===== src/design/pdc_pkg.sv =====
// shared constants, register codes and stage payload types of the duty controller
package pdc_pkg;

    // voltage format: signed Q(32-F).F
    localparam int VOLT_FRAC_BITS = 16;

    // setpoint conversion from unsigned 32.32
    localparam int SP_SHIFT = 32 - VOLT_FRAC_BITS;
    localparam int SP_W     = 64 - SP_SHIFT;

    // signed gain term after the Q.F drop, and the sum of both terms
    localparam int TERM_W = 65 - VOLT_FRAC_BITS;
    localparam int SUM_W  = TERM_W + 1;

    // configuration port
    localparam int CFG_IDX_W  = 3;
    localparam int CFG_DATA_W = 32;

    localparam logic [CFG_IDX_W-1:0] REG_KP_GAIN       = 3'd0;
    localparam logic [CFG_IDX_W-1:0] REG_KI_GAIN       = 3'd1;
    localparam logic [CFG_IDX_W-1:0] REG_DUTY_MIN      = 3'd2;
    localparam logic [CFG_IDX_W-1:0] REG_DUTY_MAX      = 3'd3;
    localparam logic [CFG_IDX_W-1:0] REG_REPORT_PERIOD = 3'd4;

    // register reset values
    localparam logic [31:0] KP_GAIN_RST       = 32'd42949673;
    localparam logic [31:0] KI_GAIN_RST       = 32'd429497;
    localparam logic [31:0] DUTY_MIN_RST      = 32'd0;
    localparam logic [31:0] DUTY_MAX_RST      = 32'd3865470566;
    localparam logic [15:0] REPORT_PERIOD_RST = 16'd10;

    // setpoint saturation value, the Q(32-F).F maximum
    localparam logic [31:0] TARGET_MAX = 32'h7FFF_FFFF;

    // clamp status codes
    localparam logic [1:0] LIMIT_NONE = 2'd0;
    localparam logic [1:0] LIMIT_LOW  = 2'd1;
    localparam logic [1:0] LIMIT_HIGH = 2'd2;

    // configuration registers as seen by the datapath
    typedef struct packed {
        logic [31:0] kp_gain;
        logic [31:0] ki_gain;
        logic [31:0] duty_min;
        logic [31:0] duty_max;
        logic [15:0] report_period;
    } cfg_t;

    // error stage: sign and magnitude of the error
    typedef struct packed {
        logic        neg;
        logic [31:0] mag;
        logic [31:0] meas;
    } err_t;

    // product stage: raw gain products
    typedef struct packed {
        logic        neg;
        logic [63:0] kp_prod;
        logic [63:0] ki_prod;
        logic [31:0] meas;
    } prod_t;

    // term stage: signed integral term and signed sum of both terms
    typedef struct packed {
        logic signed [TERM_W-1:0] ki_term;
        logic signed [SUM_W-1:0]  term_sum;
        logic [31:0]              meas;
    } term_t;

    // one result item
    typedef struct packed {
        logic [31:0] duty_value;
        logic [1:0]  limit_hit;
        logic        report_valid;
        logic [31:0] report_voltage;
    } result_t;

endpackage


===== src/design/pdc_front.sv =====
// input register, setpoint update and error stage
module pdc_front (
    input  logic              aclk,
    input  logic              aresetn,
    input  logic              in_valid,
    output logic              in_ready,
    input  logic              in_action,
    input  logic [31:0]       in_meas,
    input  logic [63:0]       in_payload,
    output logic              err_valid,
    input  logic              err_ready,
    output pdc_pkg::err_t     err_data
);
    import pdc_pkg::*;

    logic        a_valid_reg, a_valid_next;
    logic        a_action_reg;
    logic [31:0] a_meas_reg;
    logic [63:0] a_payload_reg;
    logic        b_valid_reg, b_valid_next;
    err_t        b_data_reg;
    logic [31:0] target_reg, target_next;

    logic        a_done;
    logic        b_load;
    logic        in_fire;
    logic [SP_W-1:0]  sp_full;
    logic signed [32:0] err;
    logic signed [32:0] err_neg;
    err_t        b_data_next;

    // a setpoint update always leaves the input stage, a tick waits for the error stage
    assign b_load   = a_valid_reg && !a_action_reg && (!b_valid_reg || err_ready);
    assign a_done   = a_valid_reg && (a_action_reg || !b_valid_reg || err_ready);
    assign in_ready = !a_valid_reg || a_done;
    assign in_fire  = in_valid && in_ready;

    // setpoint conversion with saturation
    assign sp_full = a_payload_reg[63:SP_SHIFT];
    always_comb begin
        target_next = target_reg;
        if (a_done && a_action_reg) begin
            if (|sp_full[SP_W-1:31]) begin
                target_next = TARGET_MAX;
            end else begin
                target_next = sp_full[31:0];
            end
        end
    end

    // error as sign and magnitude
    assign err     = {target_reg[31], target_reg} - {a_meas_reg[31], a_meas_reg};
    assign err_neg = -err;
    always_comb begin
        b_data_next.neg  = err[32];
        b_data_next.mag  = err[32] ? err_neg[31:0] : err[31:0];
        b_data_next.meas = a_meas_reg;
    end

    // stage valid flags
    always_comb begin
        a_valid_next = a_valid_reg;
        if (in_fire) begin
            a_valid_next = 1'b1;
        end else if (a_done) begin
            a_valid_next = 1'b0;
        end
        b_valid_next = b_valid_reg;
        if (b_load) begin
            b_valid_next = 1'b1;
        end else if (err_ready) begin
            b_valid_next = 1'b0;
        end
    end

    // control and state registers
    always_ff @(posedge aclk) begin
        if (!aresetn) begin
            a_valid_reg <= 1'b0;
            b_valid_reg <= 1'b0;
            target_reg  <= '0;
        end else begin
            a_valid_reg <= a_valid_next;
            b_valid_reg <= b_valid_next;
            target_reg  <= target_next;
        end
    end

    // payload registers
    always_ff @(posedge aclk) begin
        if (in_fire) begin
            a_action_reg  <= in_action;
            a_meas_reg    <= in_meas;
            a_payload_reg <= in_payload;
        end
        if (b_load) begin
            b_data_reg <= b_data_next;
        end
    end

    assign err_valid = b_valid_reg;
    assign err_data  = b_data_reg;

endmodule


===== config.mk =====
export PLATFORM = sky130hd
export DESIGN_NAME = pdc_front
export DESIGN_NICKNAME = d
export VERILOG_FILES = /design/src/design/pdc_pkg.sv /design/src/design/pdc_front.sv
export SDC_FILE = /design/constraint.sdc
export NUM_CORES = 1
export LEC_CHECK = 0
export BUFFER_PORTS_ARGS = -buffer_cell sky130_fd_sc_hd__clkbuf_2
export CAP_MARGIN = 0
export CORE_ASPECT_RATIO = 0.8
export CORE_MARGIN = 5
export CORE_UTILIZATION = 25
export DETAILED_ROUTE_END_ITERATION = 6
export PLACE_DENSITY = 0.46
export SLEW_MARGIN = 10
export SYNTH_ARGS = -nofsm -noshare
export SYNTH_HDL_FRONTEND = slang
export SYNTH_SLANG_ARGS = --single-unit

===== constraint.sdc =====
create_clock -name aclk -period 6.45 [get_ports aclk]
set_input_delay 0.3225 -clock aclk [delete_from_list [all_inputs] [get_ports aclk]]
set_output_delay 0.3225 -clock aclk [all_outputs]
set_load 0.01 [all_outputs]

# --- Yosys cells after proc, flatten, opt, wreduce, memory -nomap -nowiden ---
# Cells that the tools add are included.
# Widths: inputs -> output; s select.
totals:
  regBits: 196
  elab_cells: 32
  inputBits: 101
  output_inout_bits: 67
classes:
  addsub: 2
  muxes: 6
  n_reduce_logical: 15
op_table:
  columns: ["cell", "count"]
  rows:
  - ["$mux 32", 2]
  - ["$sub 32x32->33", 1]
  - ["$neg 32->32", 1]
  - ["$reduce_or 17->1", 1]
  - ["$logic_and 1x1->1", 5]
  - ["$logic_or 1x1->1", 4]
  - ["$mux 1", 4]
  - ["$reduce_bool 2->1", 2]
  - ["$logic_not 1->1", 3]

# --- Logic depth before layout (Yosys ltp) ---
depth:
  ltp_word: 7
  depth_mapped: 16
  depth_no_buf: 14

# --- Worst setup path before layout ---
# OpenSTA, ideal clock, no wires.
synth_path:
  path_kind: "reg2reg"
  startpoint: "register a_action_reg"
  endpoint: "register a_action_reg, enable pin"
  period_less_slack_ns: 4.631
  t_required_ns: 5.920
  slack_ns: 1.819
  arrival_ns: 4.100
  path_buffers: 0
  setup_ns: 0.530
  path_stages_with_launch: 4
  path_cell_list: "edfxtp_1 nand2b_1 nor2_1 nor2b_1"
synth_between:
  elab_chain_len: 5
synth_lines:
  columns: ["item", "line", "rtl"]
  rows:
  - ["from (decl)", "pdc_front.sv:17", "logic a_action_reg;"]
  - ["from (signal assigned)", "pdc_front.sv:92", "a_action_reg <= in_action;"]
  - ["$logic_or 1x1->1 (2 in series)", "pdc_front.sv:34", "assign a_done = a_valid_reg && (a_action_reg || !b_valid_reg || err_ready);"]
  - ["$logic_and 1x1->1", "pdc_front.sv:34", null]
  - ["$logic_or 1x1->1", "pdc_front.sv:35", "assign in_ready = !a_valid_reg || a_done;"]
  - ["$logic_and 1x1->1", "pdc_front.sv:36", "assign in_fire = in_valid && in_ready;"]
# No other way between the ends.
# A chain may end at the register's enable or synchronous reset.

==> results.toml <==
[timing]
tns_ps = 0
drv_slew = 0
skew_ps = 17.13
slew_headroom_pct = 39.41
finalCriticalPeriod_ps = 4199
worst_slew_pin_slew_ps = 908.8
hold_viol_final = 0
finalWorstSetupSlack_ps = 2251
fmax_mhz = 238.2
grt_setup_unrepaired = "false"
period_share_pct = 65.09
setup_viol = 0

[place]
place_area_um2 = 9729
place_hpwl_mm = 16.48
gp_congestion = 0.8454
dp.cells = 1258
pre_cts_slack_ps = 2228
portBuffers = 151

[detailed_routing]
drtIter0Drc = 425
dr.pass1.iters = 4
vias_per_cell = 4.453
drc = 0
antenna_left = 0
wl_per_cell_um = 16.89
via_count = 5744
routed_wl_mm = 21.79

[floorplan]
die_h_um = 175.2
fp.coreArea_um2 = 33630
rows = 60
dieWidth_um = 216.5
start_util_pct = 25.37
io_pins = 168
die_area_um2 = 37950

[setup_path]
worst_setup_path_end_kind = "register"
slowest_stage = "o21a_1"
worstPathMaxFanout = 17
rrSetupSlack_ps = 2250
reg2reg_depth = 13
cpMostUsedCell = "a21oi_1"
r2r_start = "a_meas_reg[0]"
worstPathArrival_ps = 4360
crit_path_start_kind = "register"
max_stage_delay_ps = 500
crit_required_ps = 6610
worst_r2r_endpoint = "err_data[54]"
crit_type = "reg -> reg"
crit_chain = "ha_1 -> fa_1 -> nand2b_1 -> a211oi_1 -> o211ai_1 -> a21oi_1 -> nor2_1 -> a21oi_1 -> a21o_1 -> o21a_1 -> inv_1 -> o21ai_0 -> xor2_1"
cpLargestDelayFamily = "compound AO/OA/AOI/OAI gates"
crit_start = "a_meas_reg[0]"
critical_path_buf_inv_count = 1

[clock_tree]
h-tree-depth = 4
clock_latency_ps = 440
cts_setup_buffers = 0
cts_root_buf = "clkbuf_16"
clk_path_buf_depth = 2
cts_tree = "built"
post_cts_resized = 0
cts_buffers = 17
hold_buffers = 0
path_clk_slew_ps = 80
clkSinkCount = 180

[status]
status = "finished clean"

[pwr]
finalPower_w = 0.002855
powerDensity_nw_per_um2 = 275.9
p_leak_nw = 4.014
irDropWorstVdd_v = 0.0001541

[synth]
synth_cell_types = 69
yosysWarnings = 0
ys.flop_type = "edfxtp_1"
synth-async-reset-ratio_pct = 0
synth_edf_count = 146
yosysSeqAreaShare_pct = 59.36
synth_nets = 835
syn_area_um2 = 8532
synth_seq_cells = 180
avgSynthCellArea_um2 = 12.19
netlist_instances = 700

[global_route]
grt_pass1_wl_mm = 34.44
grt_pass1_vias = 5895
grt_max_degree = 66
antenna_found_initial = 2
grt.total_usage_pct = 11.52
overflow = 0

[finish]
final_common_cell = "clkbuf_2"
final_cell_mix = "clkbuf_2 (151), edfxtp_1 (146), nand2_1 (51)"
fillCellCount = 3475
largest_reg_flops = 65
areaGrowthSynthToFinish_pct = 21.26
antenna_cells = 0
layout.nets = 978
multiInputGateArea_um2 = 3178
fin_cells = 1290
drive_gt1_share_pct = 27.92
postLayoutCellArea_um2 = 10350
regArea_um2 = 5065

[run]
maxCapViolations = 0

[worst_hold_path]
holdCritPathClass = "in -> reg"
min_delay_path_depth = 1
min_to = "a_meas_reg[25]"
hp-start = "in_meas[25]"
## layout make-up
class,count,area share [%]
Multi-Input combinational cell,447,30.72
Sequential cell,180,48.95
Clock inverter,15,1.850
Tap cell,434,5.249
Inverter,42,1.524
Timing Repair Buffer,155,7.595
Clock buffer,17,4.112
## power by group
group,switching [W],total (W),internal (W)
sequential,0.0000220,0.00135,0.00133
clock,0.000506,0.00110,0.000592
combinational,0.000245,0.000402,0.000157
total,0.000773,0.00285,0.00208
## metal layers
metal	part of all wire [%]	wire, um	track usage (%)	vias to the layer above
met4	0.72	157	2.543	4
met5	0.12	26	0	-
met1	55	11890	17.80	2674
met3	5.0	1087	3.031	12
met2	40	8628	15.96	120
li1	-	-	-	2934
## worst reg2reg max path: cells and delay by family, from the launching register on
family / cells / cell delay, ps
AOI/OAI and AO/OA: 7 / 2040
and+or+nand+nor: 2 / 330
buffers and inverters: 1 / 390
adders and majority gates: 2 / 680
DFF: 1 / 400
xor gates and xnor gates: 1 / 100
## cells in the mapped netlist (14+ instances only)
| cell | n | share of area (%) |
|---|---|---|
| nand2_1 | 51 | 2.2 |
| dfxtp_1 | 34 | 8.0 |
| clkbuf_1 | 21 | 0.92 |
| xor2_1 | 24 | 2.5 |
| inv_1 | 41 | 1.8 |
| nand4_1 | 14 | 1.0 |
| ha_1 | 33 | 4.8 |
| xnor2_1 | 29 | 3.0 |
| nor2_1 | 38 | 1.7 |
| a21oi_1 | 40 | 2.3 |
| o21ai_0 | 23 | 1.3 |
| o221a_2 | 31 | 4.1 |
| edfxtp_1 | 146 | 51 |
## logic make-up after synthesis
| group | count (synthesis) | share of synthesized area (%) |
|---|---|---|
| XOR/XNOR | 53 | 5.441 |
| adder cells (fa/ha/maj) | 34 | 5.074 |
| buffers and inverters | 73 | 3.564 |
| flip-flops | 180 | 59.36 |
| AND/OR/NAND/NOR | 183 | 11.23 |
| AO/OA/AOI/OAI | 175 | 15.09 |
| multiplexers | 2 | 0.2346 |
## per-stage QoR
| stage | utilization [%] | hold slack, ps |
|---|---|---|
| detailed placement | 28.93 | 432.3 |
| global placement | 28.93 | 432.9 |
| floorplan | - | 413.4 |
| global route | 30.76 | 27.59 |
| finish | 30.76 | 55.01 |
| CTS | 30.76 | 33.11 |
## worst max path at each step
stage / end / slack (ps) / cells after the start
finish: err_data[54] / 2250 / 13
global route: err_data[48] / 1900 / 13
CTS: err_data[54] / 2170 / 13
floorplan: a_action_reg / 1820 / 3
detailed placement: err_data[54] / 2230 / 13
global placement: err_data[49] / 2190 / 13
No activity file was read; power rests on OpenSTA's default activity.
