$ cat config.mk
export PLATFORM = sky130hd
export DESIGN_NAME = pdc_accum
export DESIGN_NICKNAME = d
export VERILOG_FILES = /design/src/design/pdc_pkg.sv /design/src/design/pdc_accum.sv
export SDC_FILE = /design/constraint.sdc
export NUM_CORES = 1
export LEC_CHECK = 0
export BUFFER_PORTS_ARGS = -buffer_cell sky130_fd_sc_hd__buf_2
export CAP_MARGIN = 20
export CORE_MARGIN = 2
export CORE_UTILIZATION = 38
export CTS_CLUSTER_DIAMETER = 120
export DETAILED_ROUTE_END_ITERATION = 6
export PLACE_DENSITY = 0.56
export SLEW_MARGIN = 10
export SYNTH_ARGS = -nofsm -noshare
export SYNTH_HDL_FRONTEND = slang
export SYNTH_SLANG_ARGS = --single-unit
$ cat constraint.sdc
create_clock -name aclk -period 13.3 [get_ports aclk]
set_input_delay 1.995 -clock aclk [delete_from_list [all_inputs] [get_ports aclk]]
set_output_delay 1.995 -clock aclk [all_outputs]
set_load 0.03 [all_outputs]
$ cat src/design/pdc_pkg.sv
// shared constants, register codes and stage payload types of the duty controller
package pdc_pkg;

    // voltage format: signed Q(32-F).F
    localparam int VOLT_FRAC_BITS = 16;

    // setpoint conversion from unsigned 32.32
    localparam int SP_SHIFT = 32 - VOLT_FRAC_BITS;
    localparam int SP_W     = 64 - SP_SHIFT;

    // signed gain term after the Q.F drop, and the sum of both terms
    localparam int TERM_W = 65 - VOLT_FRAC_BITS;
    localparam int SUM_W  = TERM_W + 1;

    // configuration port
    localparam int CFG_IDX_W  = 3;
    localparam int CFG_DATA_W = 32;

    localparam logic [CFG_IDX_W-1:0] REG_KP_GAIN       = 3'd0;
    localparam logic [CFG_IDX_W-1:0] REG_KI_GAIN       = 3'd1;
    localparam logic [CFG_IDX_W-1:0] REG_DUTY_MIN      = 3'd2;
    localparam logic [CFG_IDX_W-1:0] REG_DUTY_MAX      = 3'd3;
    localparam logic [CFG_IDX_W-1:0] REG_REPORT_PERIOD = 3'd4;

    // register reset values
    localparam logic [31:0] KP_GAIN_RST       = 32'd42949673;
    localparam logic [31:0] KI_GAIN_RST       = 32'd429497;
    localparam logic [31:0] DUTY_MIN_RST      = 32'd0;
    localparam logic [31:0] DUTY_MAX_RST      = 32'd3865470566;
    localparam logic [15:0] REPORT_PERIOD_RST = 16'd10;

    // setpoint saturation value, the Q(32-F).F maximum
    localparam logic [31:0] TARGET_MAX = 32'h7FFF_FFFF;

    // clamp status codes
    localparam logic [1:0] LIMIT_NONE = 2'd0;
    localparam logic [1:0] LIMIT_LOW  = 2'd1;
    localparam logic [1:0] LIMIT_HIGH = 2'd2;

    // configuration registers as seen by the datapath
    typedef struct packed {
        logic [31:0] kp_gain;
        logic [31:0] ki_gain;
        logic [31:0] duty_min;
        logic [31:0] duty_max;
        logic [15:0] report_period;
    } cfg_t;

    // error stage: sign and magnitude of the error
    typedef struct packed {
        logic        neg;
        logic [31:0] mag;
        logic [31:0] meas;
    } err_t;

    // product stage: raw gain products
    typedef struct packed {
        logic        neg;
        logic [63:0] kp_prod;
        logic [63:0] ki_prod;
        logic [31:0] meas;
    } prod_t;

    // term stage: signed integral term and signed sum of both terms
    typedef struct packed {
        logic signed [TERM_W-1:0] ki_term;
        logic signed [SUM_W-1:0]  term_sum;
        logic [31:0]              meas;
    } term_t;

    // one result item
    typedef struct packed {
        logic [31:0] duty_value;
        logic [1:0]  limit_hit;
        logic        report_valid;
        logic [31:0] report_voltage;
    } result_t;

endpackage

$ cat src/design/pdc_accum.sv
// integrator, duty clamp, report counter and result register
module pdc_accum (
    input  logic              aclk,
    input  logic              aresetn,
    input  pdc_pkg::cfg_t     cfg,
    input  logic              term_valid,
    output logic              term_ready,
    input  pdc_pkg::term_t    term_data,
    output logic              res_valid,
    input  logic              res_ready,
    output pdc_pkg::result_t  res_data
);
    import pdc_pkg::*;

    logic signed [63:0] integrator_reg, integrator_next;
    logic [15:0]        tick_cnt_reg, tick_cnt_next;
    logic               out_valid_reg, out_valid_next;
    result_t            out_data_reg;

    logic               load;
    logic signed [63:0] ki_ext;
    logic signed [63:0] sum_ext;
    logic signed [63:0] int_sum;
    logic signed [63:0] y;
    logic               clamp_low;
    logic               clamp_high;
    logic [16:0]        cnt;
    logic               report;
    result_t            out_data_next;

    assign term_ready = !out_valid_reg || res_ready;
    assign load       = term_valid && term_ready;

    // integrator candidate and controller output
    assign ki_ext  = {{(64-TERM_W){term_data.ki_term[TERM_W-1]}}, term_data.ki_term};
    assign sum_ext = {{(64-SUM_W){term_data.term_sum[SUM_W-1]}}, term_data.term_sum};
    assign int_sum = integrator_reg + ki_ext;
    assign y       = integrator_reg + sum_ext;

    // clamp tests, low limit first
    assign clamp_low  = y < $signed({32'd0, cfg.duty_min});
    assign clamp_high = y > $signed({32'd0, cfg.duty_max});

    // report period counter
    assign cnt    = {1'b0, tick_cnt_reg} + 17'd1;
    assign report = cnt >= {1'b0, cfg.report_period};

    always_comb begin
        integrator_next = integrator_reg;
        tick_cnt_next   = tick_cnt_reg;
        out_valid_next  = out_valid_reg;
        out_data_next.report_valid   = report;
        out_data_next.report_voltage = report ? term_data.meas : 32'd0;
        if (clamp_low) begin
            out_data_next.duty_value = cfg.duty_min;
            out_data_next.limit_hit  = LIMIT_LOW;
        end else if (clamp_high) begin
            out_data_next.duty_value = cfg.duty_max;
            out_data_next.limit_hit  = LIMIT_HIGH;
        end else begin
            out_data_next.duty_value = y[31:0];
            out_data_next.limit_hit  = LIMIT_NONE;
        end
        if (load) begin
            out_valid_next = 1'b1;
            tick_cnt_next  = report ? 16'd0 : cnt[15:0];
            // anti-windup: integrate only when the output is in range
            if (!clamp_low && !clamp_high) begin
                integrator_next = int_sum;
            end
        end else if (res_ready) begin
            out_valid_next = 1'b0;
        end
    end

    always_ff @(posedge aclk) begin
        if (!aresetn) begin
            integrator_reg <= '0;
            tick_cnt_reg   <= '0;
            out_valid_reg  <= 1'b0;
        end else begin
            integrator_reg <= integrator_next;
            tick_cnt_reg   <= tick_cnt_next;
            out_valid_reg  <= out_valid_next;
        end
    end

    always_ff @(posedge aclk) begin
        if (load) begin
            out_data_reg <= out_data_next;
        end
    end

    assign res_valid = out_valid_reg;
    assign res_data  = out_data_reg;

endmodule

Word-level counts from Yosys, hierarchy flattened. Index checks and enable logic that the tools add are counted.

Bits in registers: 148. Output and inout bits: 69. Logic and storage cells: 26.

Add/subtract/negate cells: 3. Muxes and demuxes: 5. Reduce and logical (&&, ||, !) cells: 8. Magnitude comparators: 3.

Operator list (number): $mux 34 (2); $add 64x49->64 (1); $add 64x50->64 (1); $gt 64x33->1 (1); $lt 64x33->1 (1); $add 16x1->17 const B (1); $ge 17x16->1 (1); $mux 16 (1); $logic_not 1->1 (3); $logic_and 1x1->1 (2); $mux 1 (2); $reduce_and 2->1 (1); $reduce_bool 2->1 (1); $logic_or 1x1->1 (1).

Longest topological paths before layout. Gate-level depths: netlist of run 1.

Depth in word-level cells: 5. Mapped depth: 28.

Least setup slack after synthesis of run 1. Ideal clock, no wire load.

Path kind: input-to-reg. Start point: input term_data[32] (netlist name). End point: register out_data_reg (netlist bit res_data[60]) (data pin). Path buffers: 2. Stages: 24. Slack: 7.153 ns. Library setup time: 0.258 ns. Arrival time: 5.889 ns. Cells stage by stage: ha_1 inv_1 fa_1 nor2b_1 o31a_1 o31ai_1 a2111o_1 and3_1 o21ai_0 xor2_1 ha_1 a21o_1 a21o_1 a21o_1 a21oi_1 nor2b_1 o21ai_0 nand2b_1 a21oi_1 o31ai_1 o31ai_1 buf_2 buf_2 o21ai_1.

RTL lines: from (decl) (line pdc_accum.sv:8) `input pdc_pkg::term_t term_data,`; to (signal assigned) (line pdc_accum.sv:90) `out_data_reg <= out_data_next;`; to (decl) (line pdc_accum.sv:18) `result_t out_data_reg;`.

==> results.cfg, run 1 <==
[outcome]
outcome = complete, no violations

[routing]
drc = 0
wire_per_inst_um = 18.7
totalWireLength_um = 52100
first_iter_violations = 928
num_vias = 15700
firstDrtPassIters = 5
antenna_left = 0
routed_via_density = 5.60

[pwr]
seq_power_share = 0.390
powerDensity_nw_per_um2 = 69.0
peakVddDrop_mv = 0.0764
power_frac_clock = 0.402
p_sw_mw = 0.397
internal_power_mw = 0.869
swShare = 0.313
power.total_mw = 1.27
comb_power_share = 0.208
power.leakage_nw = 8.28

[finish]
area_growth_pct = 15.4
layout.nets = 2733
drive_gt1_frac = 0.155
largest_register_ffs = 67

[global_route]
grt.overflow.total = 0
grt_pass1_vias = 14900
antenna_found_initial = 5
grt.total_usage = 0.236
grt_pass1_wl_um = 81600
grt_start_max_net_pins = 62

[floorplanning]
rows = 74
fp.dieH_um = 209
die_w_um = 209
dieArea_um2 = 43500
start_util = 0.387
core_area_um2 = 41100
io-pin-count = 348

[placed_design]
portBuffers = 283
gp_congestion = 0.944
place_ws_ps = 5880
dp_hpwl_um = 43200

[yosys]
synth.most_common_cell = ha_1
synth_nets = 2497
synth-main-ff-cell = dfxtp_1
ys_warn_count = 0
synth_commonest_cells = ha_1, a21oi_1, nand2_1, nor2_1, o21ai_0
syn_area_per_cell_um2 = 7.91
synth_top_area_frac = 0.162
synth_area_leaders = ha_1, edfxtp_1, dfxtp_1, mux2i_1, a21oi_1
synth_seq_area_share = 0.228
yosysTopAreaCell = ha_1
async_flop_share = 0
synth_cell_type_count = 72
syn_inst = 2010
synthesis.area_um2 = 15900
synth_edf_count = 67
synth-seq-cells = 148

[timing]
hold_viol = 0
setup_violations = 0
finalSetupTns_ps = 0
fin_skew_ps = 11.5
fin_hold_ws_ps = 479
setup_ws_ps = 6350
worstMarginPinSlew_ps = 1120
slew_violations = 0
rsz0062_at_grt = no
min_period_ps = 6950
finalCritPeriodShare = 0.522
relSlewSlack = 0.250
fmax_mhz = 144

[clock_tree]
cts_max_level = 4
cts.root.buffer_cell = clkbuf_16
cts_buffer_depth = 2
postCtsSetupRepairBufs = 0
cts_resized = 0
clk_latency_ps = 470
tritoncts = yes
numClockSinks = 148
cts_buffers = 17
hold_buffers = 0
clkTransAtPathRegs_ps = 70

[worst_setup_path]
worstSetupStartpointType = input port
end_kind = register
required_ps = 13540
worstSetupPathType = in2reg
arrival_ps = 7180
cp_max_fo = 26

[worst_hold_path]
hold_class = reg2reg

[job]
cap_violations = 0
-- power groups by stage --
stage	clock [mW]	sequential, mW	combinational (mW)
final	0.509	0.494	0.263
after global routing	0.538	0.495	0.291
after CTS	0.522	0.494	0.263
after detailed placement	0	0.504	0.261
after global placement	0	0.504	0.257
after floorplan	0	0.528	0.138
-- layer usage --
metal	up-vias	GRT usage	routed length, µm
li1	7860	-	-
met1	7324	0.321	24900
met2	435	0.393	23800
met3	42	0.0331	2640
met4	4	0.0621	789
met5	-	0	31
-- worst max-delay path: stages --
cell and delay [ps]:
buf_2 80, ha_1 160, inv_1 50, fa_1 400, nor2b_1 160, o31a_1 190
o31ai_1 170, a211o_1 370, a211oi_1 550, nor2b_1 120, xnor2_1 390, ha_1 210
nand4_1 150, nor4_1 470, nand3_1 210, a21o_1 250, nor2_4 290, buf_4 480
mux2i_1 130, o21ai_0 330
-- cell families after synthesis --
group,Yosys count,share of synthesized area
DFF,148,0.228
muxes,100,0.0632
adders and majority gates,208,0.165
buffers and inverters,187,0.0482
AOI/OAI and AO/OA,599,0.234
and+or+nand+nor,657,0.200
xor gates and xnor gates,111,0.0611
-- worst paths after layout --
| kind | startpoint | endpoint | slack [ps] | depth (start not counted) |
|---|---|---|---|---|
| setup / recovery | term_data[32] | res_data[48] | 6350 | 20 |
| hold reg to reg | tick_cnt_reg[1] | tick_cnt_reg[1] | 480 | 2 |
| setup reg to reg | integrator_reg[0] | res_data[48] | 7600 | 19 |
| hold / removal | tick_cnt_reg[1] | tick_cnt_reg[1] | 480 | 2 |
-- area by class of cell --
cell class	count	area (µm²)
sequential	148	3630
inverter	112	422
tap	532	666
antenna	4	10.0
fill	4183	22800
multi-input combinational	1675	11500
clock buffer	18	429
timing repair buffer	292	1480
clock inverter	14	169
-- placed cells by master, fill, tap and decap left out, types with 6 or more instances in the layout --
cell | synthesis | routed
buf_2 | 4 | 283
o21a_1 | 37 | 37
or3_1 | 7 | 7
nand4_1 | 50 | 50
nor4_1 | 17 | 17
o31ai_1 | 7 | 6
o211ai_1 | 12 | 12
a211o_1 | 8 | 8
nor2b_1 | 66 | 66
buf_4 | 10 | 9
xnor2_1 | 72 | 72
mux2i_1 | 97 | 97
a21o_1 | 63 | 63
nand2_1 | 187 | 187
and3_1 | 24 | 24
o21bai_1 | 15 | 15
nor3_1 | 34 | 33
clkbuf_16 | 0 | 17
dfxtp_1 | 81 | 81
a21oi_1 | 193 | 193
xor2_1 | 39 | 39
nand3_1 | 43 | 43
inv_1 | 112 | 110
o21ai_1 | 8 | 7
nor2_1 | 169 | 169
and2_1 | 7 | 7
o21ai_0 | 145 | 145
a31oi_1 | 19 | 19
edfxtp_1 | 67 | 67
a41oi_1 | 7 | 7
nand2b_1 | 18 | 18
ha_1 | 206 | 206
nand3b_1 | 8 | 8
a211oi_1 | 16 | 16
-- per-stage QoR --
stage	util	instances	area, µm²
after floorplan	-	2010	15900
after global placement	0.432	2759	17700
after detailed placement	0.432	2759	17700
after CTS	0.446	2791	18300
after global routing	0.446	2794	18300
final	0.446	2795	18400
Power figures use the tool's default switching activity.
==> run 2: changes to the inputs <==
--- a/config.mk
+++ b/config.mk
@@ -5,13 +5,14 @@
 export SDC_FILE = /design/constraint.sdc
 export NUM_CORES = 1
 export LEC_CHECK = 0
+export ABC_AREA = 1
 export BUFFER_PORTS_ARGS = -buffer_cell sky130_fd_sc_hd__buf_2
 export CAP_MARGIN = 20
 export CORE_MARGIN = 2
 export CORE_UTILIZATION = 38
 export CTS_CLUSTER_DIAMETER = 120
 export DETAILED_ROUTE_END_ITERATION = 6
-export PLACE_DENSITY = 0.56
+export PLACE_DENSITY = 0.55
 export SLEW_MARGIN = 10
 export SYNTH_ARGS = -nofsm -noshare
 export SYNTH_HDL_FRONTEND = slang
==> constraint.sdc (replaced) <==
create_clock -name aclk -period 7.1 [get_ports aclk]
set_input_delay 1.065 -clock aclk [delete_from_list [all_inputs] [get_ports aclk]]
set_output_delay 1.065 -clock aclk [all_outputs]
set_load 0.03 [all_outputs]
==> results.cfg, run 2 <==
[finish]
drive_gt1_frac = 0.102
register_area_um2 = 3630
layout_common_cells = nand2_1, inv_1, nor2_1
largest_register_ffs = 67
area_growth_pct = 15.0
multi_input_area_um2 = 11900
final_common_cell = nand2_1
nFillCells = 5145
layout.nets = 3813

[clock_tree]
postCtsSetupRepairBufs = 0
hold_buffers = 0
cts_resized = 0
clkTransAtPathRegs_ps = 80
cts.root.buffer_cell = clkbuf_16
numClockSinks = 148
tritoncts = yes
cts_buffers = 17
clk_latency_ps = 490
cts_buffer_depth = 2
cts_max_level = 4

[pwr]
p_sw_mw = 1.86
swShare = 0.466
internal_power_mw = 2.13
peakVddDrop_mv = 0.129
seq_power_share = 0.269
comb_power_share = 0.494
powerDensity_nw_per_um2 = 192
power_frac_clock = 0.237
power.leakage_nw = 12.0

[yosys]
async_flop_share = 0
synth_edf_count = 67
ys_warn_count = 0
synth-seq-cells = 148
synth_nets = 3538
synth_seq_area_share = 0.201
synth.most_common_cell = nand2_1
synth_top_area_frac = 0.207
synth-main-ff-cell = dfxtp_1
synthesis.area_um2 = 18100
yosysTopAreaCell = nand2_1
synth_cell_type_count = 46
synth_commonest_cells = nand2_1, inv_1, nor2_1, a21oi_1, ha_1
syn_area_per_cell_um2 = 5.93
syn_inst = 3051
synth_area_leaders = nand2_1, ha_1, inv_1, edfxtp_1, dfxtp_1

[worst_hold_path]
hold_end = tick_cnt_reg[10]
hold_class = reg2reg
holdPathStages = 2
hold_start = tick_cnt_reg[10]

[placed_design]
gp_congestion = 0.951
portBuffers = 283
dp_hpwl_um = 54500

[timing]
finalCritPeriodShare = 0.794
relSlewSlack = 0.153
slew_violations = 0
setup_violations = 0
min_period_ps = 5640
rsz0062_at_grt = no
hold_viol = 0
fin_skew_ps = 12.8
fmax_mhz = 177
worstMarginPinSlew_ps = 1260
finalSetupTns_ps = 0
fin_hold_ws_ps = 491

[global_route]
grt_pass1_vias = 18600
antenna_found_initial = 6
grt_pass1_wl_um = 98700
top_usage_layer = met2
grtUsageMet3 = 0.0316
grt_start_max_net_pins = 72
grt.total_usage = 0.257
met1_usage = 0.346
grt_util_met2 = 0.422
grt.overflow.total = 0

[outcome]
violations = DRC
outcome = finished, violations left

[worst_setup_path]
cp_max_fo = 71
worstSetupStartpointType = input port
r2r-start = integrator_reg[0]
crit_buf_inv = 3
cp_num_cells = 23
critical_path.max_stage_delay_ps = 510
cp_top_family = simple AND/OR/NAND/NOR gates
r2r-end = integrator_reg[57]
slowest_stage = nand3_4
crit_top_cell = nand2_1
worstSetupPathType = in2reg
worstPathCellList = buf_2, ha_1, inv_1, fa_1, nor2_1, nand2_1, nand3_1, nand3_1, nand2_1, nand2_1, nand2_1, xor2_1, ha_1, nand4_1, nor3_1, nand2_1, nor4b_1, nand3_1, nand3_2, nand3_4, buf_12, o21bai_1, nor2_1
arrival_ps = 6020
required_ps = 7480
end_kind = register
ff2ff_setup_slack_ps = 1670
worst-r2r-cell-count = 22

[routing]
antenna_left = 0
drc = 5
routed_via_density = 4.91
firstDrtPassIters = 7
totalWireLength_um = 63400
first_iter_violations = 1237
wire_per_inst_um = 16.0
num_vias = 19400

[floorplanning]
dieArea_um2 = 49400
fp.dieH_um = 222
core_area_um2 = 46800
io-pin-count = 348
die_w_um = 222
rows = 79
start_util = 0.387

[job]
cap_violations = 0
## run 2: changes by cell type in the layout (fill, tap and decap cells not counted), moves of 27 or more
cell	before	now
nand2_1	187	998
inv_1	110	625
nor2_1	169	339
mux2i_1	97	0
nor2b_1	66	0
o21ai_0	145	86
a21o_1	63	9
xnor2_1	72	30
nand3_1	43	82
xor2_1	39	73
o21a_1	37	10
## run 2: metal layers
layer  up-vias  wire length [µm]
li1      10100                 -
met1      8667             30300
met2       514             28400
met3        78              2890
met4         0              1840
met5         -                 0
## run 2: cell type report
type | count | area share
multi-input cells | 2241 | 0.574
clock inverters | 15 | 0.00860
diodes | 6 | 0.000722
flip-flops and latches | 148 | 0.175
repair buffers | 291 | 0.0716
clock buffers | 17 | 0.0205
inverters | 627 | 0.113
well taps | 607 | 0.0365
## run 2: worst max path at each step
stage / start / endpoint / slack, ps
after floorplan: term_data[32] / res_data[43] / 2820
after global placement: term_data[32] / res_data[42] / 1110
after detailed placement: term_data[32] / res_data[54] / 940
after CTS: term_data[32] / res_data[54] / 1470
after global routing: term_data[32] / res_data[41] / 1090
final: term_data[32] / integrator_reg[57] / 1460
## run 2: metrics by stage
step	std cells	util	power (mW)	instance area, µm²	setup WS [ps]
2_1_floorplan	3051	-	2.44	18100	2820
3_3_place_gp	3913	0.431	3.01	20200	1110
3_5_place_dp	3913	0.431	3.04	20200	943
4_1_cts	3945	0.444	4.01	20800	1470
5_1_grt	3952	0.445	4.32	20800	1090
6_report	3952	0.445	3.99	20800	1460
## run 2: power by group through the flow
stage | Combinational (mW) | Clock (mW) | Sequential (mW)
finish | 1.97 | 0.944 | 1.07
global route | 2.22 | 1.01 | 1.08
CTS | 1.96 | 0.978 | 1.07
detailed placement | 1.95 | 0 | 1.09
global placement | 1.92 | 0 | 1.09
floorplan | 1.30 | 0 | 1.15
## run 2: worst register-to-register path: cells and delay by family (launching register included)
kind | cells | cell delay, ps
AOI/OAI and AO/OA | 1 | 310
xor gates and xnor gates | 1 | 460
adders and majority gates | 3 | 840
buffers and inverters | 2 | 480
DFF | 1 | 410
and+or+nand+nor | 15 | 2840
## run 2: cell families (layout without fill, tap and decap cells)
family                   after synthesis  count (layout)  share of synthesized area
flip-flops                           148             148                      0.201
XOR/XNOR                             103             103                     0.0499
AND/OR/NAND/NOR                     1515            1515                      0.333
adder cells (fa/ha/maj)              208             208                      0.145
buffers and inverters                662             950                      0.140
AO/OA/AOI/OAI                        415             415                      0.131
other                                  0               6                          0
